### src/rtl/wpsf_pkg.sv
package wpsf_pkg;

    localparam int SAMPLE_W     = 12;
    localparam int CHANNEL_W    = 5;
    localparam int TICK_OUT_W   = 11;
    localparam int CFG_W        = 16;
    localparam int CFG_IDX_W    = 1;
    localparam int EXCESS_W     = 21;
    localparam int WINDOW_CELLS = 4;

    localparam logic [CFG_IDX_W-1:0] CFG_BASELINE  = 1'b0;
    localparam logic [CFG_IDX_W-1:0] CFG_THRESHOLD = 1'b1;

    localparam logic [CFG_W-1:0] BASELINE_RESET  = 16'd32800;
    localparam logic [CFG_W-1:0] THRESHOLD_RESET = 16'd29;

    typedef struct packed {
        logic [SAMPLE_W-1:0]  sample;
        logic [CHANNEL_W-1:0] channel;
        logic                 last_sample;
    } t_in;

    typedef struct packed {
        logic                  pulse_valid;
        logic [TICK_OUT_W-1:0] pulse_tick;
        logic [CHANNEL_W-1:0]  pulse_channel;
        logic                  waveform_done;
    } t_out;

    typedef struct packed {
        logic first;
        logic ge1;
        logic ge2;
        logic ge3;
    } t_tick_flags;

endpackage

### src/rtl/wpsf_tap.sv
module wpsf_tap #(
    parameter int SW  = 12,
    parameter int PSW = 15
) (
    input  logic           i_clk,
    input  logic           i_rst_n,
    input  logic           i_adv,
    input  logic [SW-1:0]  i_sample,
    input  logic [PSW-1:0] i_psum,
    output logic [SW-1:0]  o_sample,
    output logic [PSW-1:0] o_psum
);

    logic [SW-1:0] r_sample;

    always_ff @(posedge i_clk) begin
        if (!i_rst_n) begin
            r_sample <= '0;
        end else if (i_adv) begin
            r_sample <= i_sample;
        end
    end

    assign o_sample = r_sample;
    assign o_psum   = i_psum + PSW'(r_sample);

endmodule

### src/rtl/wpsf_clean.sv
module wpsf_clean #(
    parameter int SW = 12
) (
    input  logic                  i_clk,
    input  logic                  i_rst_n,
    input  logic                  i_adv,
    input  wpsf_pkg::t_tick_flags i_flags,
    input  logic [SW-1:0]         i_sample,
    input  logic [SW-1:0]         i_prev_sample,
    output logic                  o_check
);

    localparam int DW = SW + 1;

    logic signed [DW-1:0] r_dw0, r_dw1, r_dw2;
    logic                 r_open;
    logic [1:0]           r_cand;

    logic signed [DW-1:0] raw, prev0, prev, cur, f;
    logic signed [DW:0]   pair_sum;
    logic                 cancel, open_base, n_open, cand, f_pos;
    logic [1:0]           cand_base;

    always_comb begin
        prev0     = i_flags.first ? '0 : r_dw0;
        raw       = $signed({1'b0, i_sample}) - $signed({1'b0, i_prev_sample});
        pair_sum  = $signed({raw[DW-1], raw}) + $signed({prev0[DW-1], prev0});
        cancel    = i_flags.ge1 && (pair_sum == '0);
        cur       = (i_flags.ge1 && !cancel) ? raw : '0;
        prev      = cancel ? '0 : prev0;
        // isolated nonzero between two zeros
        if (i_flags.ge3 && r_dw2 == '0 && r_dw1 != '0 && prev == '0) begin
            f = '0;
        end else begin
            f = r_dw1;
        end
        f_pos     = !f[DW-1] && (f != '0);
        open_base = i_flags.first ? 1'b0 : r_open;
        cand_base = i_flags.first ? 2'b00 : r_cand;
        n_open    = open_base;
        cand      = 1'b0;
        if (i_flags.ge2) begin
            if (!open_base && f_pos) begin
                n_open = 1'b1;
                cand   = 1'b1;
            end else if (open_base && !f_pos) begin
                n_open = 1'b0;
            end
        end
    end

    assign o_check = cand_base[1];

    always_ff @(posedge i_clk) begin
        if (!i_rst_n) begin
            r_dw0  <= '0;
            r_dw1  <= '0;
            r_dw2  <= '0;
            r_open <= 1'b0;
            r_cand <= 2'b00;
        end else if (i_adv) begin
            r_dw0  <= cur;
            r_dw1  <= prev;
            r_dw2  <= f;
            r_open <= n_open;
            r_cand <= {cand_base[0], cand};
        end
    end

endmodule

### src/rtl/waveform_pulse_start_finder_core.sv
// waveform pulse start finder, one channel
// input channel: i_in_valid / o_in_ready carry one adc sample request per cycle
//   unless a held result stalls it, with its channel tag and a last-sample mark;
//   tick 0 is the first sample after reset, a last mark or MAX_TICKS samples
// output channel: o_out_valid / i_out_ready, exactly one result per sample;
//   a pulse start at tick i is reported on the result of sample i+4
// config channel: i_cfg_valid / o_cfg_ready, index 0 baseline, index 1
//   threshold, both q4; always ready, write only while idle
// the result of an accepted sample is registered in the output register
// throughput: one sample per cycle unless the output stalls; a four-cell sample
//   chain with a running five-sample sum and a difference cleaning stage, all
//   updated in the accept cycle
// a stalled receiver holds the result register; a new sample is still taken
//   in the cycle the held result is taken
// reset (synchronous, active low) clears the windows, the tick counter,
//   the open pulse and the output valid flag and loads default config
module waveform_pulse_start_finder_core #(
    parameter int MAX_TICKS   = 2048,
    parameter int SAMPLE_BITS = 12
) (
    input  logic                               i_clk,
    input  logic                               i_rst_n,
    input  logic                               i_in_valid,
    output logic                               o_in_ready,
    input  wpsf_pkg::t_in                      i_in,
    output logic                               o_out_valid,
    input  logic                               i_out_ready,
    output wpsf_pkg::t_out                     o_out,
    input  logic                               i_cfg_valid,
    output logic                               o_cfg_ready,
    input  logic [wpsf_pkg::CFG_IDX_W-1:0]     i_cfg_index,
    input  logic [wpsf_pkg::CFG_W-1:0]         i_cfg_data
);

    localparam int SW    = (SAMPLE_BITS < wpsf_pkg::SAMPLE_W) ? SAMPLE_BITS
                                                              : wpsf_pkg::SAMPLE_W;
    localparam int PSW   = SW + 3;
    localparam int TW    = $clog2(MAX_TICKS);
    localparam int NC    = wpsf_pkg::WINDOW_CELLS;
    localparam int EW    = wpsf_pkg::EXCESS_W;
    localparam logic [TW-1:0] TICK_LAST = TW'(MAX_TICKS - 1);

    logic [wpsf_pkg::CFG_W-1:0]     r_baseline, r_threshold;
    logic [TW-1:0]                  r_tick, n_tick;
    logic [wpsf_pkg::CHANNEL_W-1:0] r_chan, chan_now;
    logic                           r_out_valid;
    wpsf_pkg::t_out                 r_out, n_out;

    logic                  adv, check, ge4, pulse;
    logic [SW-1:0]         s_now;
    wpsf_pkg::t_tick_flags flags;
    logic [SW-1:0]         tap_sample [NC+1];
    logic [PSW-1:0]        tap_psum   [NC+1];
    logic signed [EW-1:0]  excess;

    assign o_in_ready  = !r_out_valid || i_out_ready;
    assign adv         = i_in_valid && o_in_ready;
    assign o_cfg_ready = 1'b1;
    assign o_out_valid = r_out_valid;
    assign o_out       = r_out;

    assign s_now       = i_in.sample[SW-1:0];
    assign flags.first = (r_tick == '0);
    assign flags.ge1   = (r_tick >= TW'(1));
    assign flags.ge2   = (r_tick >= TW'(2));
    assign flags.ge3   = (r_tick >= TW'(3));
    assign ge4         = (r_tick >= TW'(4));
    assign chan_now    = flags.first ? i_in.channel : r_chan;

    assign tap_sample[0] = s_now;
    assign tap_psum[0]   = PSW'(s_now);

    for (genvar g = 0; g < NC; g++) begin : g_tap
        wpsf_tap #(
            .SW  (SW),
            .PSW (PSW)
        ) u_tap (
            .i_clk    (i_clk),
            .i_rst_n  (i_rst_n),
            .i_adv    (adv),
            .i_sample (tap_sample[g]),
            .i_psum   (tap_psum[g]),
            .o_sample (tap_sample[g+1]),
            .o_psum   (tap_psum[g+1])
        );
    end

    wpsf_clean #(
        .SW (SW)
    ) u_clean (
        .i_clk         (i_clk),
        .i_rst_n       (i_rst_n),
        .i_adv         (adv),
        .i_flags       (flags),
        .i_sample      (s_now),
        .i_prev_sample (tap_sample[1]),
        .o_check       (check)
    );

    // 16 * five-sample sum minus five baselines
    assign excess = $signed(EW'({tap_psum[NC], 4'b0000}))
                  - $signed(EW'({r_baseline, 2'b00}) + EW'(r_baseline));
    assign pulse  = check && ge4 && (excess > $signed(EW'(r_threshold)));

    always_comb begin
        n_out.pulse_valid   = pulse;
        n_out.pulse_tick    = pulse ? wpsf_pkg::TICK_OUT_W'(r_tick - TW'(4)) : '0;
        n_out.pulse_channel = chan_now;
        n_out.waveform_done = i_in.last_sample;
        if (i_in.last_sample || r_tick == TICK_LAST) begin
            n_tick = '0;
        end else begin
            n_tick = r_tick + TW'(1);
        end
    end

    always_ff @(posedge i_clk) begin
        if (!i_rst_n) begin
            r_baseline  <= wpsf_pkg::BASELINE_RESET;
            r_threshold <= wpsf_pkg::THRESHOLD_RESET;
            r_tick      <= '0;
            r_chan      <= '0;
            r_out_valid <= 1'b0;
        end else begin
            if (i_cfg_valid) begin
                case (i_cfg_index)
                    wpsf_pkg::CFG_BASELINE:  r_baseline  <= i_cfg_data;
                    wpsf_pkg::CFG_THRESHOLD: r_threshold <= i_cfg_data;
                    default: ;
                endcase
            end
            if (adv) begin
                r_tick      <= n_tick;
                r_chan      <= chan_now;
                r_out_valid <= 1'b1;
            end else if (i_out_ready) begin
                r_out_valid <= 1'b0;
            end
        end
    end

    always_ff @(posedge i_clk) begin
        if (adv) begin
            r_out <= n_out;
        end
    end

    a_last_restarts: assert property (@(posedge i_clk) disable iff (!i_rst_n)
        adv && i_in.last_sample |=> r_tick == '0)
        else $error("tick counter not restarted after last sample");

    a_empty_ready: assert property (@(posedge i_clk) disable iff (!i_rst_n)
        !r_out_valid |-> o_in_ready)
        else $error("input stalled with empty result register");

    a_accept_fills: assert property (@(posedge i_clk) disable iff (!i_rst_n)
        adv |=> r_out_valid)
        else $error("accepted request produced no result");

    a_tick_zero: assert property (@(posedge i_clk) disable iff (!i_rst_n)
        r_out_valid && !r_out.pulse_valid |-> r_out.pulse_tick == '0)
        else $error("pulse tick set without pulse");

    a_chan_latch: assert property (@(posedge i_clk) disable iff (!i_rst_n)
        adv && flags.first |=> r_chan == $past(i_in.channel))
        else $error("channel tag not latched on first tick");

endmodule

### config.mk
export PLATFORM = sky130hd
export DESIGN_NAME = waveform_pulse_start_finder_core
export DESIGN_NICKNAME = d
export VERILOG_FILES = /design/src/rtl/wpsf_pkg.sv /design/src/rtl/wpsf_tap.sv /design/src/rtl/wpsf_clean.sv /design/src/rtl/waveform_pulse_start_finder_core.sv
export SDC_FILE = /design/constraint.sdc
export NUM_CORES = 1
export LEC_CHECK = 0
export BUFFER_PORTS_ARGS = -buffer_cell sky130_fd_sc_hd__buf_4
export CELL_PAD_IN_SITES_DETAIL_PLACEMENT = 1
export CELL_PAD_IN_SITES_GLOBAL_PLACEMENT = 2
export CORE_ASPECT_RATIO = 0.6
export CORE_UTILIZATION = 30
export CTS_CLUSTER_DIAMETER = 100
export DETAILED_ROUTE_END_ITERATION = 10
export PLACE_DENSITY = 0.66
export SKIP_CTS_REPAIR_TIMING = 1
export SLEW_MARGIN = 15
export SYNTH_ARGS = -nofsm -noshare
export SYNTH_HDL_FRONTEND = slang
export SYNTH_SLANG_ARGS = --single-unit
### constraint.sdc
create_clock -name i_clk -period 6.4 [get_ports i_clk]
set_input_delay 0.64 -clock i_clk [delete_from_list [all_inputs] [get_ports i_clk]]
set_output_delay 0.64 -clock i_clk [all_outputs]
set_load 0.1 [all_outputs]
# ---- After elaboration in Yosys (flattened, before gate mapping)
# Index checks and enable logic that the tools add are counted.
dict set report totals {
  ff_bits 157
}
dict set report classes {
  add_sub_neg 10
  magnitude_cmp 5
  n_eq_ne 1
  mux 15
  n_bitwise 1
  n_reduce_logical 27
}
# cell n
set op_table {}
lappend op_table {{13-bit 2-to-1 mux} 4}
lappend op_table {{13-bit zero test} 2}
lappend op_table {{13-bit nonzero test} 2}
lappend op_table {{11-bit by 2-bit >= comparator with 1-bit output (second input constant)} 2}
lappend op_table {{20-bit by 17-bit > comparator with 1-bit output} 1}
lappend op_table {{19-bit by 19-bit subtractor with 20-bit output} 1}
lappend op_table {{18-bit by 16-bit adder with 19-bit output} 1}
lappend op_table {{14-bit by 12-bit adder with 15-bit output} 1}
lappend op_table {{15-bit by 12-bit adder with 15-bit output} 1}
lappend op_table {{13-bit by 12-bit adder with 14-bit output} 1}
lappend op_table {{13-bit by 13-bit adder with 14-bit output} 1}
lappend op_table {{14-bit zero test} 1}
lappend op_table {{12-bit by 12-bit adder with 13-bit output} 1}
lappend op_table {{12-bit by 12-bit subtractor with 13-bit output} 1}
lappend op_table {{11-bit by 1-bit adder with 11-bit output (second input constant)} 1}
lappend op_table {{11-bit == test (second input constant)} 1}
lappend op_table {{11-bit by 1-bit >= comparator with 1-bit output (second input constant)} 1}
lappend op_table {{11-bit by 3-bit >= comparator with 1-bit output (second input constant)} 1}
lappend op_table {{1-bit logical AND} 11}
lappend op_table {{11-bit zero test} 1}
lappend op_table {{11-bit 2-to-1 mux} 1}
lappend op_table {{11-bit by 3-bit subtractor with 11-bit output (second input constant)} 1}
lappend op_table {{1-bit 2-to-1 mux} 8}
lappend op_table {{1-bit zero test} 5}
lappend op_table {{6 further kinds} 8}

# ---- Logic depth before layout (Yosys ltp)
dict set report depth {
  depth_word 16
  depth_mapped 30
  mapped_depth_nobuf 29
}

# ---- Modules after synthesis
# Synthesis repeated with hierarchy kept, for this count alone.
dict set report unflattened {
  hier_cells 1314
  hier_area_um2 11690.0
}
# module n_inst cells_per_inst area_each_um2 seq_area_each_um2
set by_module_without_submodules {}
lappend by_module_without_submodules {waveform_pulse_start_finder_core 1 494 4528.1 1521.5}
lappend by_module_without_submodules {{wpsf_tap (g_tap[0].u_tap ...)} 3 118 1073.5 240.2}
lappend by_module_without_submodules {wpsf_clean 1 348 2859.0 840.8}
lappend by_module_without_submodules {{wpsf_tap (g_tap[2].u_tap)} 1 118 1082.3 240.2}

# ---- Worst setup path after synthesis
# OpenSTA, ideal clock, no wires.
dict set report synth_path {
  path_kind {input -> register}
  start {input i_in[7] (netlist name)}
  end {register r_out, in the netlist o_out[15] (data pin)}
  arrival_ps 6744
  t_required_ps 6130
  setup_slack_ps -614
  stages 30
  path_buffers 1
  cell_sequence {inv_1 fa_1 fa_1 fa_1 inv_1 ha_1 inv_1 fa_1 nor2b_1 o21ai_0 a21oi_1 o21ai_0 nand2_1 xor2_1 fa_1 ha_1 a211o_1 nor3_1 nor2_1 a21o_1 a21oi_1 xnor2_1 ha_1 a21o_1 a21oi_1 o211ai_1 a221oi_1 o211a_1 clkbuf_1 nor3_1}
}
dict set report synth_between {
  elab_chain_len 7
}
# item line
set synth_rtl {}
lappend synth_rtl {{from (decl)} waveform_pulse_start_finder_core.sv:25} ;# input wpsf_pkg::t_in i_in,
lappend synth_rtl {{12-bit by 12-bit adder with 13-bit output} wpsf_tap.sv:25} ;# assign o_psum = i_psum + PSW'(r_sample);
lappend synth_rtl {{13-bit by 12-bit adder with 14-bit output} wpsf_tap.sv:25}
lappend synth_rtl {{14-bit by 12-bit adder with 15-bit output} wpsf_tap.sv:25}
lappend synth_rtl {{15-bit by 12-bit adder with 15-bit output} wpsf_tap.sv:25}
lappend synth_rtl {{19-bit by 19-bit subtractor with 20-bit output} waveform_pulse_start_finder_core.sv:102} ;# - $signed(EW'({r_baseline, 2'b00}) + EW'(r_baseline));
lappend synth_rtl {{20-bit by 17-bit > comparator with 1-bit output} waveform_pulse_start_finder_core.sv:103} ;# assign pulse = check && ge4 && (excess > $signed(EW'(r_threshold)));
lappend synth_rtl {{1-bit logical AND} waveform_pulse_start_finder_core.sv:103}
lappend synth_rtl {{to (signal assigned)} waveform_pulse_start_finder_core.sv:144} ;# r_out <= n_out;
lappend synth_rtl {{to (decl)} waveform_pulse_start_finder_core.sv:47} ;# wpsf_pkg::t_out r_out, n_out;
# Every way passes these cells.
# A chain may end at the register's enable or synchronous reset.

# ---- Worst setup path after layout
dict set report layout_path {
  start {register g_tap[1].u_tap.r_sample[2]}
  end {register r_out, in the netlist o_out[12] (data pin)}
}
dict set report layout_between {
  elab_chain_len 6
}
# item line
set layout_rtl {}
lappend layout_rtl {{from (decl)} wpsf_tap.sv:14} ;# logic [SW-1:0] r_sample;
lappend layout_rtl {{from (signal assigned)} wpsf_tap.sv:20} ;# r_sample <= i_sample;
lappend layout_rtl {{13-bit by 12-bit adder with 14-bit output} wpsf_tap.sv:25}
lappend layout_rtl {{14-bit by 12-bit adder with 15-bit output} wpsf_tap.sv:25}
lappend layout_rtl {{15-bit by 12-bit adder with 15-bit output} wpsf_tap.sv:25}
lappend layout_rtl {{19-bit by 19-bit subtractor with 20-bit output} waveform_pulse_start_finder_core.sv:102}
lappend layout_rtl {{20-bit by 17-bit > comparator with 1-bit output} waveform_pulse_start_finder_core.sv:103}
lappend layout_rtl {{1-bit logical AND} waveform_pulse_start_finder_core.sv:103}
# Every way passes these cells.

==> impl_results.md <==
- Largest family of logic cells by synthesized area: adder cells
- Post-synth EDFFs: 18
- Largest cells by area after synthesis: dfxtp_1 27%, ha_1 10%, fa_1 9.5%
- Core ar.: ~34000 um^2
- Switch Pwr: 1373 uW
- Die area: around 35000 um^2
- Most common flop cell mapped by yosys: dfxtp_1
- First-pass GRT wire length: 47.67 mm
- Clk slew on worst S/H paths: 70 ps
- Crit path DAT: between 7000 and 8000 ps
- Setup ws final: -523.8 ps
- Crit path max fanout: 6
- Vias: roughly 8.4k
- WHS Path Cells: 1
- Ratio of cells with drive above 1 in the final layout: 16.84%
- Clock Skew: 13.84 ps
- Final Hold Fails: 0
- Critical Path Max Stage Delay: a little over 500 ps
- Simple-Gate Fraction of Synth Area: 16.79%
- R2R Setup Slk: -520 ps
- Mux cell area share after synthesis: less than 1%
- Starting DRC count in detailed routing: 268
- Mapped Avg Cell Area: 8.522 um^2
- Vias in the first global route: 8610
- Die W: ~240 um
- Power per Cell Area: around 290 nW/um^2
- Vias per Instance: roughly 4.7
- Synth top cells by count: 200 x nand2_1, 159 x inv_1, 139 x dfxtp_1
- Hold path endpoint: o_out[0]
- Router iterations before antenna repair: 4
- Worst-case reg-to-reg path depth: 30
- Worst setup EP type: flop
- Clk buf depth: 2
- CTS Root Cell: clkbuf_16
- Switching share of power: between 30% and 40%
- Xor-xnor portion of the synthesized cell area: 3.661%
- MaxCap Viol Count: 0
- Slowest CP cell: fa_1
- Gr busiest metal: met1
- Area grow syn2layout: 22.19%
- Combinational share of power: 42.6%
- Synthesized flop and latch total: 157
- F_max: 144.4 MHz
- Routed wire length per instance: roughly 16 um
- GR Overflow Total: 0
- Total clock sinks: 157
- Layout net count: about 1.5k
- Unique masters post-synth: 60
- Worst-margin pin slew: about 940 ps
- CP Launch Type: flop
- Final min period: between 6000 and 7000 ps
- Starting Density: a little under a third
- Register share of total power: 29.1%
- Clock latency on the worst-skew pair: 450 ps
- Compound-Gate Fraction of Synth Area: 19.33%
- Antenna cells: 0
- RSZ-0062 raised after global routing: true
- Syn_nets: 1381
- Reg-to-reg startpoint: g_tap[1].u_tap.o_sample[2]
- Port bufs: 59
- Worst hold start: i_in[0]
- Rows: 52
- Die H: 145.4 um
- Most common cell in the netlist: nand2_1
- Clock power frac: between 20% and 30%
- CTS Buf Count: 17
- DRT Wirelength: 29.10 mm
- Final Slew Violations: 0
- Htree depth: 4
- Adder-Cell Fraction of Synth Area: between 10% and 20%
- Max-slew headroom: 37.28%
- Area post-placement: 11840 um^2
- Top-area cell type share of the netlist area: 27.05%
- Mapped Cells: 1207
- Pin count of the biggest net entering global routing: 77
- Power Internal: 2269 uW
- Outcome: finished, violations left
- Mapped cell area: 10290 um^2
- Crit share post-route: 108.2%
- Ys async rst share: 0%
- GR Util met3: 3.149%
- Design area: 12570 um^2
- RR Endpoint: o_out[12]
- DRC errors left: 0
- CP required: ~6600 ps
- Initial antenna violation count: 0
- Pleak: 0.005357 uW
- Setup violators final: 12
- Leading area contributor after synthesis: dfxtp_1
- Top Ports: 61
- Gpl congestion: 0.8231
- Post-route ant nets: 0
- Met1 global-route usage: 27.88%
- GR Util All Layers: between 15 and 20%
- Post-detail-place hpwl: 22.43 mm
- Met2 usage: 23.62%
- Failing checks: setup timing
- Overall Power: 3642 uW
- Kind of critical path: reg -> reg
- HP Class: in -> reg
- Synth warnings: 0
- TritonCTS clock tree: done
- Worst vdd ir: ~190 uV
- Post-synthesis sequential area ratio: 32.31%
-- power by group through the flow --
stage	Combinational [uW]	Clock (uW)	Sequential, uW
after floorplan	894	0	1120
after global placement	1440	0	1080
after detailed placement	1470	0	1080
after CTS	1480	1070	1060
after global routing	1730	1120	1060
final	1550	1030	1060
-- worst max-delay path: cells and delay by family (launching register included) --
family	cells	cell delay (ps)
flops	1	340
compound gates	10	1770
buf+inv	8	890
fa+ha+maj	7	2870
simple gates	4	640
xor+xnor	1	150
-- layout by cell type (no fill, tap or decap), drive strengths merged, types with 8 or more instances in the layout --
master | netlist | layout
a21boi | 78 | 78
a21o | 21 | 21
a21oi | 43 | 43
a22o | 40 | 40
and2 | 17 | 17
buf | 7 | 141
clkbuf | 44 | 18
dfxtp | 139 | 139
edfxtp | 18 | 18
fa | 49 | 49
ha | 85 | 85
inv | 159 | 169
nand2 | 200 | 200
nand2b | 10 | 10
nand3 | 8 | 8
nand4 | 9 | 9
nor2 | 63 | 63
nor2b | 10 | 10
nor3 | 21 | 21
nor4 | 21 | 21
o211ai | 9 | 9
o21a | 9 | 9
o21ai | 32 | 32
xnor2 | 29 | 29
xor2 | 14 | 14
-- worst max-delay path by stage --
stage,start,end,slack [ps],cells after the start
final,g_tap[1].u_tap.o_sample[2],o_out[12],-520,30
after global routing,g_tap[1].u_tap.o_sample[2],o_out[13],-800,31
after CTS,g_tap[1].u_tap.o_sample[1],o_out[9],-540,28
after detailed placement,i_in[8],o_out[9],-880,29
after global placement,i_in[7],o_out[12],-750,30
after floorplan,i_in[7],o_out[10],-140,30
-- per-layer routing --
| layer | share of wire (%) | routed length, um | up-vias |
|---|---|---|---|
| met5 | 0 | 0 | - |
| met4 | 0.90 | 263 | 0 |
| met3 | 3.0 | 878 | 17 |
| met2 | 39 | 11340 | 85 |
| met1 | 57 | 16620 | 4019 |
| li1 | - | - | 4278 |
-- area by class of cell --
cell class                 count  area [um^2]
tap                          459        574.3
clock inverter                15        165.2
fill                        3983        21130
timing repair buffer         142         1112
clock buffer                  17        425.4
inverter                     160        613.1
sequential                   157         3326
multi-input combinational    839         6352
-- cells by family after synthesis --
| group | count (synthesis) |
|---|---|
| compound gates | 274 |
| xor+xnor | 43 |
| mux | 2 |
| buf+inv | 211 |
| fa+ha+maj | 134 |
| flops | 157 |
| simple gates | 385 |
| other cells | 1 |
-- sequential cells by signal (all words and copies together), names as in the netlist --
register,flops
u_clean.r_open,1
r_chan,5
g_tap.u_tap.o_sample,48
r_threshold,16
u_clean.r_cand,2
r_tick,11
r_baseline,16
u_clean.r_dw1,13
u_clean.r_dw2,13
u_clean.r_dw0,13
o_out,18
o_out_valid,1
-- stage by stage --
step / TNS [ps] / setup slack [ps] / cells / hold slack (ps) / util (%)
6_report: -6003 / -523.8 / 1789 / 394.9 / 37.29
5_1_grt: -9417 / -803.2 / 1789 / 364.7 / 37.29
4_1_cts: -6294 / -537.1 / 1786 / 359.5 / 36.88
3_5_place_dp: -10410 / -876.1 / 1754 / 453.7 / 35.13
3_3_place_gp: -8877 / -753.8 / 1754 / 442.0 / 35.13
2_1_floorplan: -1420 / -143.4 / 1207 / 429.8 / -
Power figures use the tool's default switching activity.
